File: src/rtl/core/ccg_pkg.sv
package ccg_pkg;

  // Largest generator degree the datapath carries.
  localparam int MAX_DEGREE = 32;
  // Field widths fixed by the register map.
  localparam int TAPS_W     = 32;
  localparam int DEG_W      = 6;
  localparam int POS_W      = (MAX_DEGREE > 1) ? $clog2(MAX_DEGREE) : 1;

  // Decoupling queue between front and back.
  localparam int QDEPTH     = 2;
  localparam int QAW        = (QDEPTH > 1) ? $clog2(QDEPTH) : 1;
  localparam int QCW        = $clog2(QDEPTH + 1);

  // Register map, index = byte address / 4.
  localparam int PADDR_W    = 3;
  localparam logic REG_TAPS   = 1'b0;
  localparam logic REG_DEGREE = 1'b1;

  localparam logic [TAPS_W-1:0] TAPS_RESET   = 32'h04C1_1DB7;
  localparam logic [DEG_W-1:0]  DEGREE_RESET = 6'd32;

  typedef enum logic {
    ST_MSG,
    ST_CHECK
  } ccg_state_e;

  typedef struct packed {
    logic [TAPS_W-1:0] taps;
    logic [DEG_W-1:0]  degree;
  } ccg_cfg_t;

  typedef struct packed {
    logic                  msg_bit;
    logic                  last;
    logic [MAX_DEGREE-1:0] rem;
  } ccg_entry_t;

  typedef struct packed {
    logic empty;
    logic full;
  } ccg_qstat_t;

  // Saturate the programmed degree into 1..MAX_DEGREE.
  function automatic logic [DEG_W-1:0] used_degree(input logic [DEG_W-1:0] deg);
    logic [DEG_W-1:0] d;
    d = deg;
    if (deg == '0) begin
      d = DEG_W'(1);
    end else if (int'(deg) > MAX_DEGREE) begin
      d = DEG_W'(MAX_DEGREE);
    end
    return d;
  endfunction

  // Ones in the low d bits.
  function automatic logic [MAX_DEGREE-1:0] degree_mask(input logic [DEG_W-1:0] d);
    logic [MAX_DEGREE:0] m;
    m = ((MAX_DEGREE+1)'(1) << d) - (MAX_DEGREE+1)'(1);
    return m[MAX_DEGREE-1:0];
  endfunction

  // Bit position of the remainder's top bit for degree d.
  function automatic logic [POS_W-1:0] top_pos(input logic [DEG_W-1:0] d);
    logic [DEG_W-1:0] p;
    p = d - DEG_W'(1);
    return POS_W'(p);
  endfunction

endpackage

File: src/rtl/core/ccg_front.sv
module ccg_front (
  input  logic                clk_i,
  input  logic                rst_ni,
  input  ccg_pkg::ccg_cfg_t   cfg_i,
  input  logic                in_valid_i,
  output logic                in_stall_o,
  input  logic                message_bit_i,
  input  logic                frame_last_i,
  input  ccg_pkg::ccg_qstat_t qstat_i,
  output logic                push_o,
  output ccg_pkg::ccg_entry_t entry_o
);
  import ccg_pkg::*;

  logic [MAX_DEGREE-1:0] remainder_q, remainder_d;
  logic [MAX_DEGREE-1:0] mask, taps, rem, rem_next;
  logic [DEG_W-1:0]      deg;
  logic                  fb;

  assign in_stall_o = qstat_i.full;
  assign push_o     = in_valid_i && !qstat_i.full;

  // One masked shift-and-XOR step of the running remainder.
  always_comb begin
    deg      = used_degree(cfg_i.degree);
    mask     = degree_mask(deg);
    taps     = MAX_DEGREE'(cfg_i.taps) & mask;
    rem      = remainder_q & mask;
    fb       = message_bit_i ^ rem[top_pos(deg)];
    rem_next = (rem << 1) & mask;
    if (fb) begin
      rem_next = rem_next ^ taps;
    end
    remainder_d = remainder_q;
    if (push_o) begin
      remainder_d = frame_last_i ? '0 : rem_next;
    end
  end

  assign entry_o.msg_bit = message_bit_i;
  assign entry_o.last    = frame_last_i;
  assign entry_o.rem     = rem_next;

  always_ff @(posedge clk_i or negedge rst_ni) begin
    if (!rst_ni) begin
      remainder_q <= '0;
    end else begin
      remainder_q <= remainder_d;
    end
  end

endmodule

File: src/rtl/core/ccg_queue.sv
module ccg_queue (
  input  logic                clk_i,
  input  logic                rst_ni,
  input  logic                push_i,
  input  ccg_pkg::ccg_entry_t entry_i,
  input  logic                pop_i,
  output ccg_pkg::ccg_entry_t head_o,
  output ccg_pkg::ccg_qstat_t qstat_o
);
  import ccg_pkg::*;

  ccg_entry_t           slots_q [QDEPTH];
  logic [QAW-1:0]       wr_ptr_q, wr_ptr_d, rd_ptr_q, rd_ptr_d;
  logic [QCW-1:0]       count_q, count_d;

  function automatic logic [QAW-1:0] ptr_inc(input logic [QAW-1:0] p);
    return (p == QAW'(QDEPTH - 1)) ? '0 : p + QAW'(1);
  endfunction

  assign qstat_o.empty = (count_q == '0);
  assign qstat_o.full  = (count_q == QCW'(QDEPTH));
  assign head_o        = slots_q[rd_ptr_q];

  always_comb begin
    wr_ptr_d = push_i ? ptr_inc(wr_ptr_q) : wr_ptr_q;
    rd_ptr_d = pop_i  ? ptr_inc(rd_ptr_q) : rd_ptr_q;
    count_d  = count_q;
    if (push_i && !pop_i) begin
      count_d = count_q + QCW'(1);
    end else if (pop_i && !push_i) begin
      count_d = count_q - QCW'(1);
    end
  end

  always_ff @(posedge clk_i) begin
    if (push_i) begin
      slots_q[wr_ptr_q] <= entry_i;
    end
  end

  always_ff @(posedge clk_i or negedge rst_ni) begin
    if (!rst_ni) begin
      wr_ptr_q <= '0;
      rd_ptr_q <= '0;
      count_q  <= '0;
    end else begin
      wr_ptr_q <= wr_ptr_d;
      rd_ptr_q <= rd_ptr_d;
      count_q  <= count_d;
    end
  end

endmodule

File: src/rtl/core/ccg_back.sv
module ccg_back (
  input  logic                clk_i,
  input  logic                rst_ni,
  input  ccg_pkg::ccg_cfg_t   cfg_i,
  input  ccg_pkg::ccg_entry_t head_i,
  input  ccg_pkg::ccg_qstat_t qstat_i,
  output logic                pop_o,
  output logic                out_valid_o,
  input  logic                out_stall_i,
  output logic                code_bit_o,
  output logic                is_check_bit_o,
  output logic                codeword_end_o
);
  import ccg_pkg::*;

  ccg_state_e            state_q, state_d;
  logic [MAX_DEGREE-1:0] shift_q, shift_d;
  logic [POS_W-1:0]      pos_q, pos_d;
  logic                  out_valid_q, out_valid_d;
  logic                  code_bit_q, code_bit_d;
  logic                  is_check_q, is_check_d;
  logic                  end_q, end_d;
  logic                  have, load;

  always_comb begin
    have        = (state_q == ST_CHECK) || !qstat_i.empty;
    load        = have && (!out_valid_q || !out_stall_i);
    state_d     = state_q;
    shift_d     = shift_q;
    pos_d       = pos_q;
    pop_o       = 1'b0;
    out_valid_d = out_valid_q && out_stall_i;
    code_bit_d  = code_bit_q;
    is_check_d  = is_check_q;
    end_d       = end_q;
    unique case (state_q)
      ST_MSG: begin
        if (load) begin
          pop_o       = 1'b1;
          out_valid_d = 1'b1;
          code_bit_d  = head_i.msg_bit;
          is_check_d  = 1'b0;
          end_d       = 1'b0;
          if (head_i.last) begin
            state_d = ST_CHECK;
            shift_d = head_i.rem;
            pos_d   = top_pos(used_degree(cfg_i.degree));
          end
        end
      end
      ST_CHECK: begin
        if (load) begin
          out_valid_d = 1'b1;
          code_bit_d  = shift_q[pos_q];
          is_check_d  = 1'b1;
          end_d       = (pos_q == '0);
          if (pos_q == '0) begin
            state_d = ST_MSG;
          end else begin
            pos_d = pos_q - POS_W'(1);
          end
        end
      end
      default: state_d = ST_MSG;
    endcase
  end

  assign out_valid_o    = out_valid_q;
  assign code_bit_o     = code_bit_q;
  assign is_check_bit_o = is_check_q;
  assign codeword_end_o = end_q;

  always_ff @(posedge clk_i or negedge rst_ni) begin
    if (!rst_ni) begin
      state_q     <= ST_MSG;
      pos_q       <= '0;
      out_valid_q <= 1'b0;
    end else begin
      state_q     <= state_d;
      pos_q       <= pos_d;
      out_valid_q <= out_valid_d;
    end
  end

  always_ff @(posedge clk_i) begin
    shift_q    <= shift_d;
    code_bit_q <= code_bit_d;
    is_check_q <= is_check_d;
    end_q      <= end_d;
  end

endmodule

File: src/rtl/core/crc_codeword_generator_unit.sv
// Channel | Direction | Handshake                    | Payload
// in      | input     | in_valid_i / in_stall_o      | message_bit_i, frame_last_i
// out     | output    | out_valid_o / out_stall_i    | code_bit_o,
//         |           |                              | is_check_bit_o, codeword_end_o
// cfg     | input     | psel, penable, pwrite, pready| paddr, pwdata, prdata
//
// One message bit is taken per cycle while the queue is not full; a frame's
// last bit is followed by degree (1..32) check bits from the back-end serializer.
// A taken bit is written into the queue, then loaded into the output
// register, which presents the result.
// Reset clears the remainder, the queue and the output valid flag; the
// generator resets to 0x04C11DB7 with degree 32.
// Input stalls only when the two-entry queue is full; output stalls hold
// the output register and backpressure the queue.
module crc_codeword_generator_unit (
  input  logic                        clk_i,
  input  logic                        rst_ni,
  // input channel
  input  logic                        in_valid_i,
  output logic                        in_stall_o,
  input  logic                        message_bit_i,
  input  logic                        frame_last_i,
  // output channel
  output logic                        out_valid_o,
  input  logic                        out_stall_i,
  output logic                        code_bit_o,
  output logic                        is_check_bit_o,
  output logic                        codeword_end_o,
  // configuration port
  input  logic                        psel,
  input  logic                        penable,
  input  logic                        pwrite,
  input  logic [ccg_pkg::PADDR_W-1:0] paddr,
  input  logic [31:0]                 pwdata,
  output logic [31:0]                 prdata,
  output logic                        pready
);
  import ccg_pkg::*;

  logic [TAPS_W-1:0] taps_q;
  logic [DEG_W-1:0]  degree_q;
  logic              cfg_write;
  logic              reg_sel;
  ccg_cfg_t          cfg;
  ccg_entry_t        push_entry, head_entry;
  ccg_qstat_t        qstat;
  logic              push, pop;

  // Registers: taps at 0x0, degree at 0x4. Writes land in the access phase.
  assign pready    = 1'b1;
  assign reg_sel   = paddr[2];
  assign cfg_write = psel && penable && pwrite && pready;

  always_comb begin
    unique case (reg_sel)
      REG_TAPS:   prdata = taps_q;
      REG_DEGREE: prdata = 32'(degree_q);
      default:    prdata = '0;
    endcase
  end

  always_ff @(posedge clk_i or negedge rst_ni) begin
    if (!rst_ni) begin
      taps_q   <= TAPS_RESET;
      degree_q <= DEGREE_RESET;
    end else if (cfg_write) begin
      if (reg_sel == REG_TAPS) begin
        taps_q <= pwdata;
      end else begin
        degree_q <= pwdata[DEG_W-1:0];
      end
    end
  end

  assign cfg.taps   = taps_q;
  assign cfg.degree = degree_q;

  // Front: advance the remainder per accepted bit, snapshot it into the queue.
  ccg_front u_front (
    .clk_i         (clk_i),
    .rst_ni        (rst_ni),
    .cfg_i         (cfg),
    .in_valid_i    (in_valid_i),
    .in_stall_o    (in_stall_o),
    .message_bit_i (message_bit_i),
    .frame_last_i  (frame_last_i),
    .qstat_i       (qstat),
    .push_o        (push),
    .entry_o       (push_entry)
  );

  ccg_queue u_queue (
    .clk_i   (clk_i),
    .rst_ni  (rst_ni),
    .push_i  (push),
    .entry_i (push_entry),
    .pop_i   (pop),
    .head_o  (head_entry),
    .qstat_o (qstat)
  );

  // Back: pass the message bit, then shift out the check bits MSB first.
  ccg_back u_back (
    .clk_i          (clk_i),
    .rst_ni         (rst_ni),
    .cfg_i          (cfg),
    .head_i         (head_entry),
    .qstat_i        (qstat),
    .pop_o          (pop),
    .out_valid_o    (out_valid_o),
    .out_stall_i    (out_stall_i),
    .code_bit_o     (code_bit_o),
    .is_check_bit_o (is_check_bit_o),
    .codeword_end_o (codeword_end_o)
  );

`ifndef SYNTHESIS
  a_end_is_check: assert property (@(posedge clk_i) disable iff (!rst_ni)
    out_valid_o && codeword_end_o |-> is_check_bit_o)
    else $error("codeword end flagged on a message bit");

  a_check_run_continues: assert property (@(posedge clk_i) disable iff (!rst_ni)
    out_valid_o && !out_stall_i && is_check_bit_o && !codeword_end_o
    |=> out_valid_o && is_check_bit_o)
    else $error("check-bit run broken before its end");

  a_queue_sane: assert property (@(posedge clk_i) disable iff (!rst_ni)
    !(qstat.full && qstat.empty) && !(pop && qstat.empty))
    else $error("queue status inconsistent");
`endif

endmodule

File: config.mk
export PLATFORM = sky130hd
export DESIGN_NAME = crc_codeword_generator_unit
export DESIGN_NICKNAME = d
export VERILOG_FILES = /design/src/rtl/core/ccg_pkg.sv /design/src/rtl/core/ccg_front.sv /design/src/rtl/core/ccg_queue.sv /design/src/rtl/core/ccg_back.sv /design/src/rtl/core/crc_codeword_generator_unit.sv
export SDC_FILE = /design/constraint.sdc
export NUM_CORES = 1
export LEC_CHECK = 0
export ABC_AREA = 1
export BUFFER_PORTS_ARGS = -buffer_cell sky130_fd_sc_hd__buf_2
export CORE_MARGIN = 2
export CORE_UTILIZATION = 35
export DETAILED_ROUTE_END_ITERATION = 10
export GPL_ROUTABILITY_DRIVEN = 0
export HOLD_SLACK_MARGIN = 0.15
export PLACE_DENSITY_LB_ADDON = 0.25
export REMOVE_ABC_BUFFERS = 1
export SYNTH_ARGS = -nofsm -noshare
export SYNTH_HDL_FRONTEND = slang
export SYNTH_HIERARCHICAL = 1
export SYNTH_SLANG_ARGS = --single-unit
File: constraint.sdc
create_clock -name clk_i -period 3.5 [get_ports clk_i]
set_input_delay 0.7 -clock clk_i [delete_from_list [all_inputs] [get_ports clk_i]]
set_output_delay 0.7 -clock clk_i [all_outputs]
set_load 0.05 [all_outputs]
==> results of run 1 <==
## per-layer routing
layer / vias up / track usage, % / share of wire, %
met5: - / 0 / 0
met4: 0 / 8.22 / 4.2
met2: 276 / 32.6 / 48
li1: 4806 / - / -
met3: 67 / 3.06 / 4.6
met1: 4586 / 25.0 / 43
## power groups by stage
stage / combinational [mW] / sequential [mW] / clock, mW
finish: 7.23 / 3.64 / 1.87
global route: 7.81 / 3.70 / 2.01
CTS: 6.61 / 3.63 / 1.91
detailed placement: 5.87 / 3.67 / 0
global placement: 5.77 / 3.65 / 0
floorplan: 3.62 / 3.69 / 0
## cell families after synthesis
| kind of cell | Yosys count | synth area share, % |
|---|---|---|
| muxes | 34 | 4.30 |
| DFF | 184 | 45.0 |
| adders and majority gates | 8 | 0.876 |
| other | 1 | 0.0328 |
| AOI/OAI and AO/OA | 30 | 1.82 |
| buffers and inverters | 192 | 8.40 |
| and+or+nand+nor | 847 | 35.7 |
| xor gates and xnor gates | 49 | 3.95 |
## how the worst min path moves through the flow
stage                                                   from                             endpoint  slack [ns]
after floorplan                                       rst_ni              degree_q[0]$_DFFE_PN0P_        0.40
after global placement    u_front/remainder_q[9]$_DFFE_PN0P_   u_front/remainder_q[9]$_DFFE_PN0P_        0.46
after detailed placement  u_front/remainder_q[7]$_DFFE_PN0P_   u_front/remainder_q[7]$_DFFE_PN0P_        0.47
after CTS                                             rst_ni               taps_q[15]$_DFFE_PN0P_        0.22
after global routing                                  rst_ni  u_front/remainder_q[13]$_DFFE_PN0P_        0.23
final                                                 rst_ni               taps_q[15]$_DFFE_PN0P_        0.21
## cells in the final DEF, fill, tap and decap left out, types with 29 or more instances in the layout
| master | count |
|---|---|
| nand3_2 | 53 |
| buf_4 | 155 |
| buf_2 | 77 |
| mux2_4 | 29 |
| edfxtp_1 | 103 |
| dfrtp_1 | 65 |
| inv_1 | 125 |
| nand2_2 | 51 |
| nand2_1 | 363 |
| nand3_1 | 149 |
| nor2_1 | 78 |
## state kept, by name, indices dropped and copies added (netlist names), 2 cells and up
register	count
u_queue/slots_q	68
taps_q	32
u_back/shift_q	32
u_front/remainder_q	32
degree_q	6
u_back/pos_q	5
u_queue/count_q	2
## per-stage QoR
step                      utilization, %  setup WS (ns)  cells  hold WS, ns  area [sq um]
final                               46.5         -0.132   2024        0.209         15100
after global routing                46.5         -0.329   2024        0.232         15100
after CTS                           44.8        -0.0744   2014        0.218         14500
after detailed placement            40.7         -0.384   1963        0.468         13200
after global placement              40.7         -0.343   1963        0.464         13200
after floorplan                        -         -0.670   1292        0.404         11000
## synthesized netlist by cell type, types with 12 or more instances
master	n	area share, %
nand4_1	25	1.4
nand3_1	193	8.5
xor2_1	17	1.3
buf_6	15	1.5
edfxtp_1	103	27
and2_1	16	0.88
nand2_2	15	0.82
mux2_4	29	3.8
xnor2_1	29	2.2
nand3_2	19	1.7
nor2_2	12	0.66
nor2_1	107	3.5
nand2_1	416	14
dfstp_2	15	3.4
inv_1	128	4.2
buf_2	13	0.57
dfrtp_1	66	14
buf_4	13	0.85
## repair_timing
action	in CTS	in global routing
cloned	3	2
setup buffers	16	9
hold buffers	0	0
resized for setup	126	109
endpoints found under the setup margin	96	96
pin swaps	34	62
## layout make-up
class	count	area [sq um]
clock inverters	13	116
clock buffers	19	453
inverters	139	542
well taps	442	553
fillers	3137	17300
flip-flops and latches	184	5140
repair buffers	257	1960
multi-input cells	970	6290
==> results_dict.tcl, run 1 <==
set metrics [dict create \
    tritoncts "built" \
    die-area_sq_um 34100 \
    post_drt_via_cell_ratio 4.81 \
    wl_um 32800 \
    first_pass_iters 5 \
    timing.reg2reg.setup_slack_ns -0.13 \
    setup_violations 88 \
    worst_setup_path_endpoint "u_queue/slots_q[0][17]$_DFFE_PP_" \
    commonest_register_cell_after_synthesis "edfxtp_1" \
    final_antenna_net_count 0 \
    power-per-cell-area_nw_per_um2 846 \
    detailroute.via_count 9735 \
    diodes 0 \
    fmax_mhz 275 \
    combPwrFrac_pct 56.8 \
    critical_path.slowest_cell "dfrtp_1" \
    yosys_register_bits 184 \
    power.share.switching_pct 43.1 \
    htree_num_levels 4 \
    worstPathMaxFanout 7 \
    postLayoutSetupSlackWorst_ns -0.132 \
    seqPwrFrac_pct 28.6 \
    tns_ns -8.08 \
    critical_path_buf_inv_count 6 \
    worst_setup_path_start_kind "flop" \
    worst-slew-pin-transition_ns 0.832 \
    timing.clock.skew_ns 0.0193 \
    reg2reg_to "u_queue/slots_q[0][17]$_DFFE_PP_" \
    yosysWarningCount 6 \
    maxCapViolCount 0 \
    syn_area_per_cell_sq_um 8.50 \
    vdd_ir_drop_max_mv 0.393 \
    power.switching_mw 5.49 \
    period_share_pct 104 \
    violations "setup timing" \
    seq_area_frac_synth_pct 45.0 \
    cpPeakStageDelay_ns 0.39 \
    critical-path-top-delay-family "simple AND/OR/NAND/NOR gates" \
    total_power_mw 12.7 \
    grtUsageTotal_pct 19.4 \
    critPathArrivalTime_ns 3.83 \
    gr-total-overflow 0 \
    timing.hold.worst.class "input port to async pin" \
    p_leak_nw 7.19 \
    post_synth_inst_count 1345 \
    path_depth 26 \
    worst_setup_hold_path_clk_slew_ns 0.08 \
    grt_first_pass_wirelength_um 51000 \
    drcViolationCount 0 \
    final-hold-violation-count 0 \
    rsz0062_at_grt "true" \
    timing.critical_path.required_ns 3.69 \
    avgRoutedWirePerCell_um 16.2 \
    nNetsFinal 1621 \
    r2r-start "degree_q[0]$_DFFE_PN0P_" \
    die_height_um 185 \
    floorplan.die.width_um 185 \
    reg2regPathDepth 26 \
    combined_area_of_all_synthesized_cells_sq_um 11400 \
    ys_async_rst_share_pct 44.0 \
    slew_headroom_pct 44.4 \
    yosys.cell_types.count 48 \
    setup.worst_path.start "degree_q[0]$_DFFE_PN0P_" \
    timing_max_transition_violations_final 0 \
    synth_edf_count 103 \
    portBuffers 78 \
    ctsLongestPathBuffers 2 \
    first_global_vias 9434 \
    core-area_sq_um 32400 \
    hpwl_um 23300 \
    flow.area_growth_from_synthesis_pct 31.7 \
    post-route-min-period_ns 3.63 \
    detailedRoute.firstIterationViolations 577 \
    placement_rows 66 \
    outcome "complete, but fails checks" \
    cts_made_buffers 17 \
    clock_tree.root_cell "clkbuf_16" \
    initial_cell_density_of_the_core_pct 35.3 \
    insertion_delay_ns 0.44 \
    path_class "flop to flop" \
    grt_max_degree 40 \
    num_io_pins 82 \
    tritoncts_num_sinks 184 \
    antenna_violations_before_repair 0 \
    critPathCaptureType "flop" \
    drive_above_1_share_pct 37.5 \
    power_frac_clock_pct 14.7 \
    p_int_mw 7.25 \
]
Note: power is estimated with default switching activity, not from simulation.
==> inputs of run 2 (changes only) <==
--- a/config.mk
+++ b/config.mk
@@ -14,6 +14,7 @@
 export HOLD_SLACK_MARGIN = 0.15
 export PLACE_DENSITY_LB_ADDON = 0.25
 export REMOVE_ABC_BUFFERS = 1
+export SKIP_LAST_GASP = 1
 export SYNTH_ARGS = -nofsm -noshare
 export SYNTH_HDL_FRONTEND = slang
 export SYNTH_HIERARCHICAL = 1
==> run 2 against run 1 <==
Critical path depth unchanged. Sequential cell count did not move. Die area unchanged. Routed wire length grew 1.9%. Combinational power up 5.5%. Final area is 2.2% higher. The run still ends with setup timing left. Cell count is 0.15% higher. Utilization grew 1.0 points.
==> results_dict.tcl, run 2 (synthesis gave the netlist of run 1 again) <==
set metrics [dict create \
    grt_first_pass_wirelength_um 50900 \
    period_share_pct 104 \
    fmax_mhz 275 \
    p_leak_nw 7.25 \
    timing.clock.skew_ns 0.0187 \
    timing.hold.worst.class "input port to async pin" \
    final_antenna_net_count 0 \
    critical-path-top-delay-family "simple AND/OR/NAND/NOR gates" \
    htree_num_levels 4 \
    vdd_ir_drop_max_mv 0.389 \
    timing_max_transition_violations_final 0 \
    cpPeakStageDelay_ns 0.39 \
    post-route-min-period_ns 3.63 \
    path_class "flop to flop" \
    ctsHoldBuffers 0 \
    rsz0062_at_grt "true" \
    first_global_vias 9411 \
    worst-slew-pin-transition_ns 0.832 \
    final-hold-violation-count 0 \
    grt_max_degree 40 \
    detailroute.via_count 9850 \
    critical_path.slowest_cell "dfrtp_1" \
    tritoncts_num_sinks 184 \
    gr-total-overflow 0 \
    violations "setup timing" \
    power-per-cell-area_nw_per_um2 853 \
    regMostFlops "u_queue/slots_q" \
    floorplan.die.width_um 185 \
    setup.worst_path.start "degree_q[0]$_DFFE_PN0P_" \
    nNetsFinal 1624 \
    tns_ns -7.08 \
    worst_setup_path_start_kind "flop" \
    detailedRoute.firstIterationViolations 579 \
    cts_made_buffers 17 \
    insertion_delay_ns 0.45 \
    timing.critical_path.required_ns 3.70 \
    setup_violations 84 \
    die_height_um 185 \
    portBuffers 78 \
    detailedPlace.worstSlack_ns -0.384 \
    worstPathMaxFanout 8 \
    postLayoutSetupSlackWorst_ns -0.133 \
    fin_util_pct 47.5 \
    critPathArrivalTime_ns 3.83 \
    critPathCaptureType "flop" \
    clock_tree.root_cell "clkbuf_16" \
    final_cells 2027 \
    first_pass_iters 5 \
    core-area_sq_um 32400 \
    die-area_sq_um 34100 \
    avgRoutedWirePerCell_um 16.5 \
    initial_cell_density_of_the_core_pct 35.3 \
    num_io_pins 82 \
    wl_um 33400 \
    drcViolationCount 0 \
    post_drt_via_cell_ratio 4.86 \
    slew_headroom_pct 44.4 \
    outcome "complete, but fails checks" \
    placement_rows 66 \
    flow.area_growth_from_synthesis_pct 34.7 \
    layout.cells.most_common "nand2_1" \
    largest_reg_flops 68 \
    total_power_mw 13.1 \
    tritoncts "built" \
    worst_setup_hold_path_clk_slew_ns 0.08 \
    maxCapViolCount 0 \
    drive_above_1_share_pct 39.5 \
    diodes 0 \
    final_cell_mix "nand2_1, buf_4, nand3_1" \
    hpwl_um 23300 \
    antenna_violations_before_repair 0 \
    numPlacedInstances 1963 \
    ctsLongestPathBuffers 2 \
    critical_path_buf_inv_count 5 \
    r2r-start "degree_q[0]$_DFFE_PN0P_" \
    grtUsageTotal_pct 19.4 \
]
run 2: routing by layer:
metal	wire, um	vias to the layer above	global-route usage (%)
li1	-	4823	-
met4	1410	0	8.22
met5	0	-	0
met3	1410	69	3.06
met1	14500	4670	25.0
met2	16100	288	32.4
run 2: worst register-to-register path, cell delays in order (launching register included):
cell and delay (ns):
dfrtp_1 0.39, inv_1 0.07, nand2_1 0.05, inv_1 0.06
nand3_2 0.09, a21oi_4 0.19, inv_4 0.07, ha_4 0.19
nand4_4 0.11, ha_4 0.16, nand2_2 0.08, nor2_4 0.13
nand2_2 0.11, nor2_4 0.21, xor2_2 0.17, buf_4 0.16
nor2_4 0.04, nand2_1 0.06, nand3_2 0.07, nand3_2 0.08
nand3_4 0.13, nand2_8 0.13, nand2_8 0.08, nand2_8 0.16
buf_12 0.17, nand3_4 0.07, and2_4 0.17
run 2: worst paths after layout:
kind / cells past startpoint / endpoint / slack [ns]
setup / recovery: 26 / u_queue/slots_q[0][26]$_DFFE_PP_ / -0.13
hold / removal: 1 / taps_q[15]$_DFFE_PN0P_ / 0.21
setup reg to reg: 26 / u_queue/slots_q[0][26]$_DFFE_PP_ / -0.13
hold reg to reg: 2 / taps_q[11]$_DFFE_PN1P_ / 0.48
max in group asynchronous: 2 / taps_q[23]$_DFFE_PN1P_ / 2.49
min in group clk_i: 3 / taps_q[22]$_DFFE_PN1P_ / 0.46
run 2: stage by stage:
stage	hold WS [ns]	instance area (sq um)
global placement	0.464	13200
finish	0.212	15400
floorplan	0.404	11000
global route	0.232	15400
detailed placement	0.468	13200
CTS	0.218	14400
run 2: power by group:
part           leakage, nW  internal, mW  switching (mW)
registers             1.98          3.23           0.408
clock network        0.272         0.968           0.900
logic                 5.00          3.21            4.41
run 2: cell type report:
type / count / area [sq um]
repair buffers: 260 / 2030
flip-flops and latches: 184 / 5140
multi-input cells: 970 / 6560
inverters: 139 / 542
clock inverters: 13 / 116
clock buffers: 19 / 453
well taps: 442 / 553
fillers: 3084 / 17000
run 2: timing repair:
action / in CTS / in global routing
cloned: 3 / 4
setup endpoints to repair: 96 / 96
setup buffers: 16 / 11
endpoints found under the hold margin: 0 / 0
pin swaps: 30 / 97
resized for setup: 116 / 180
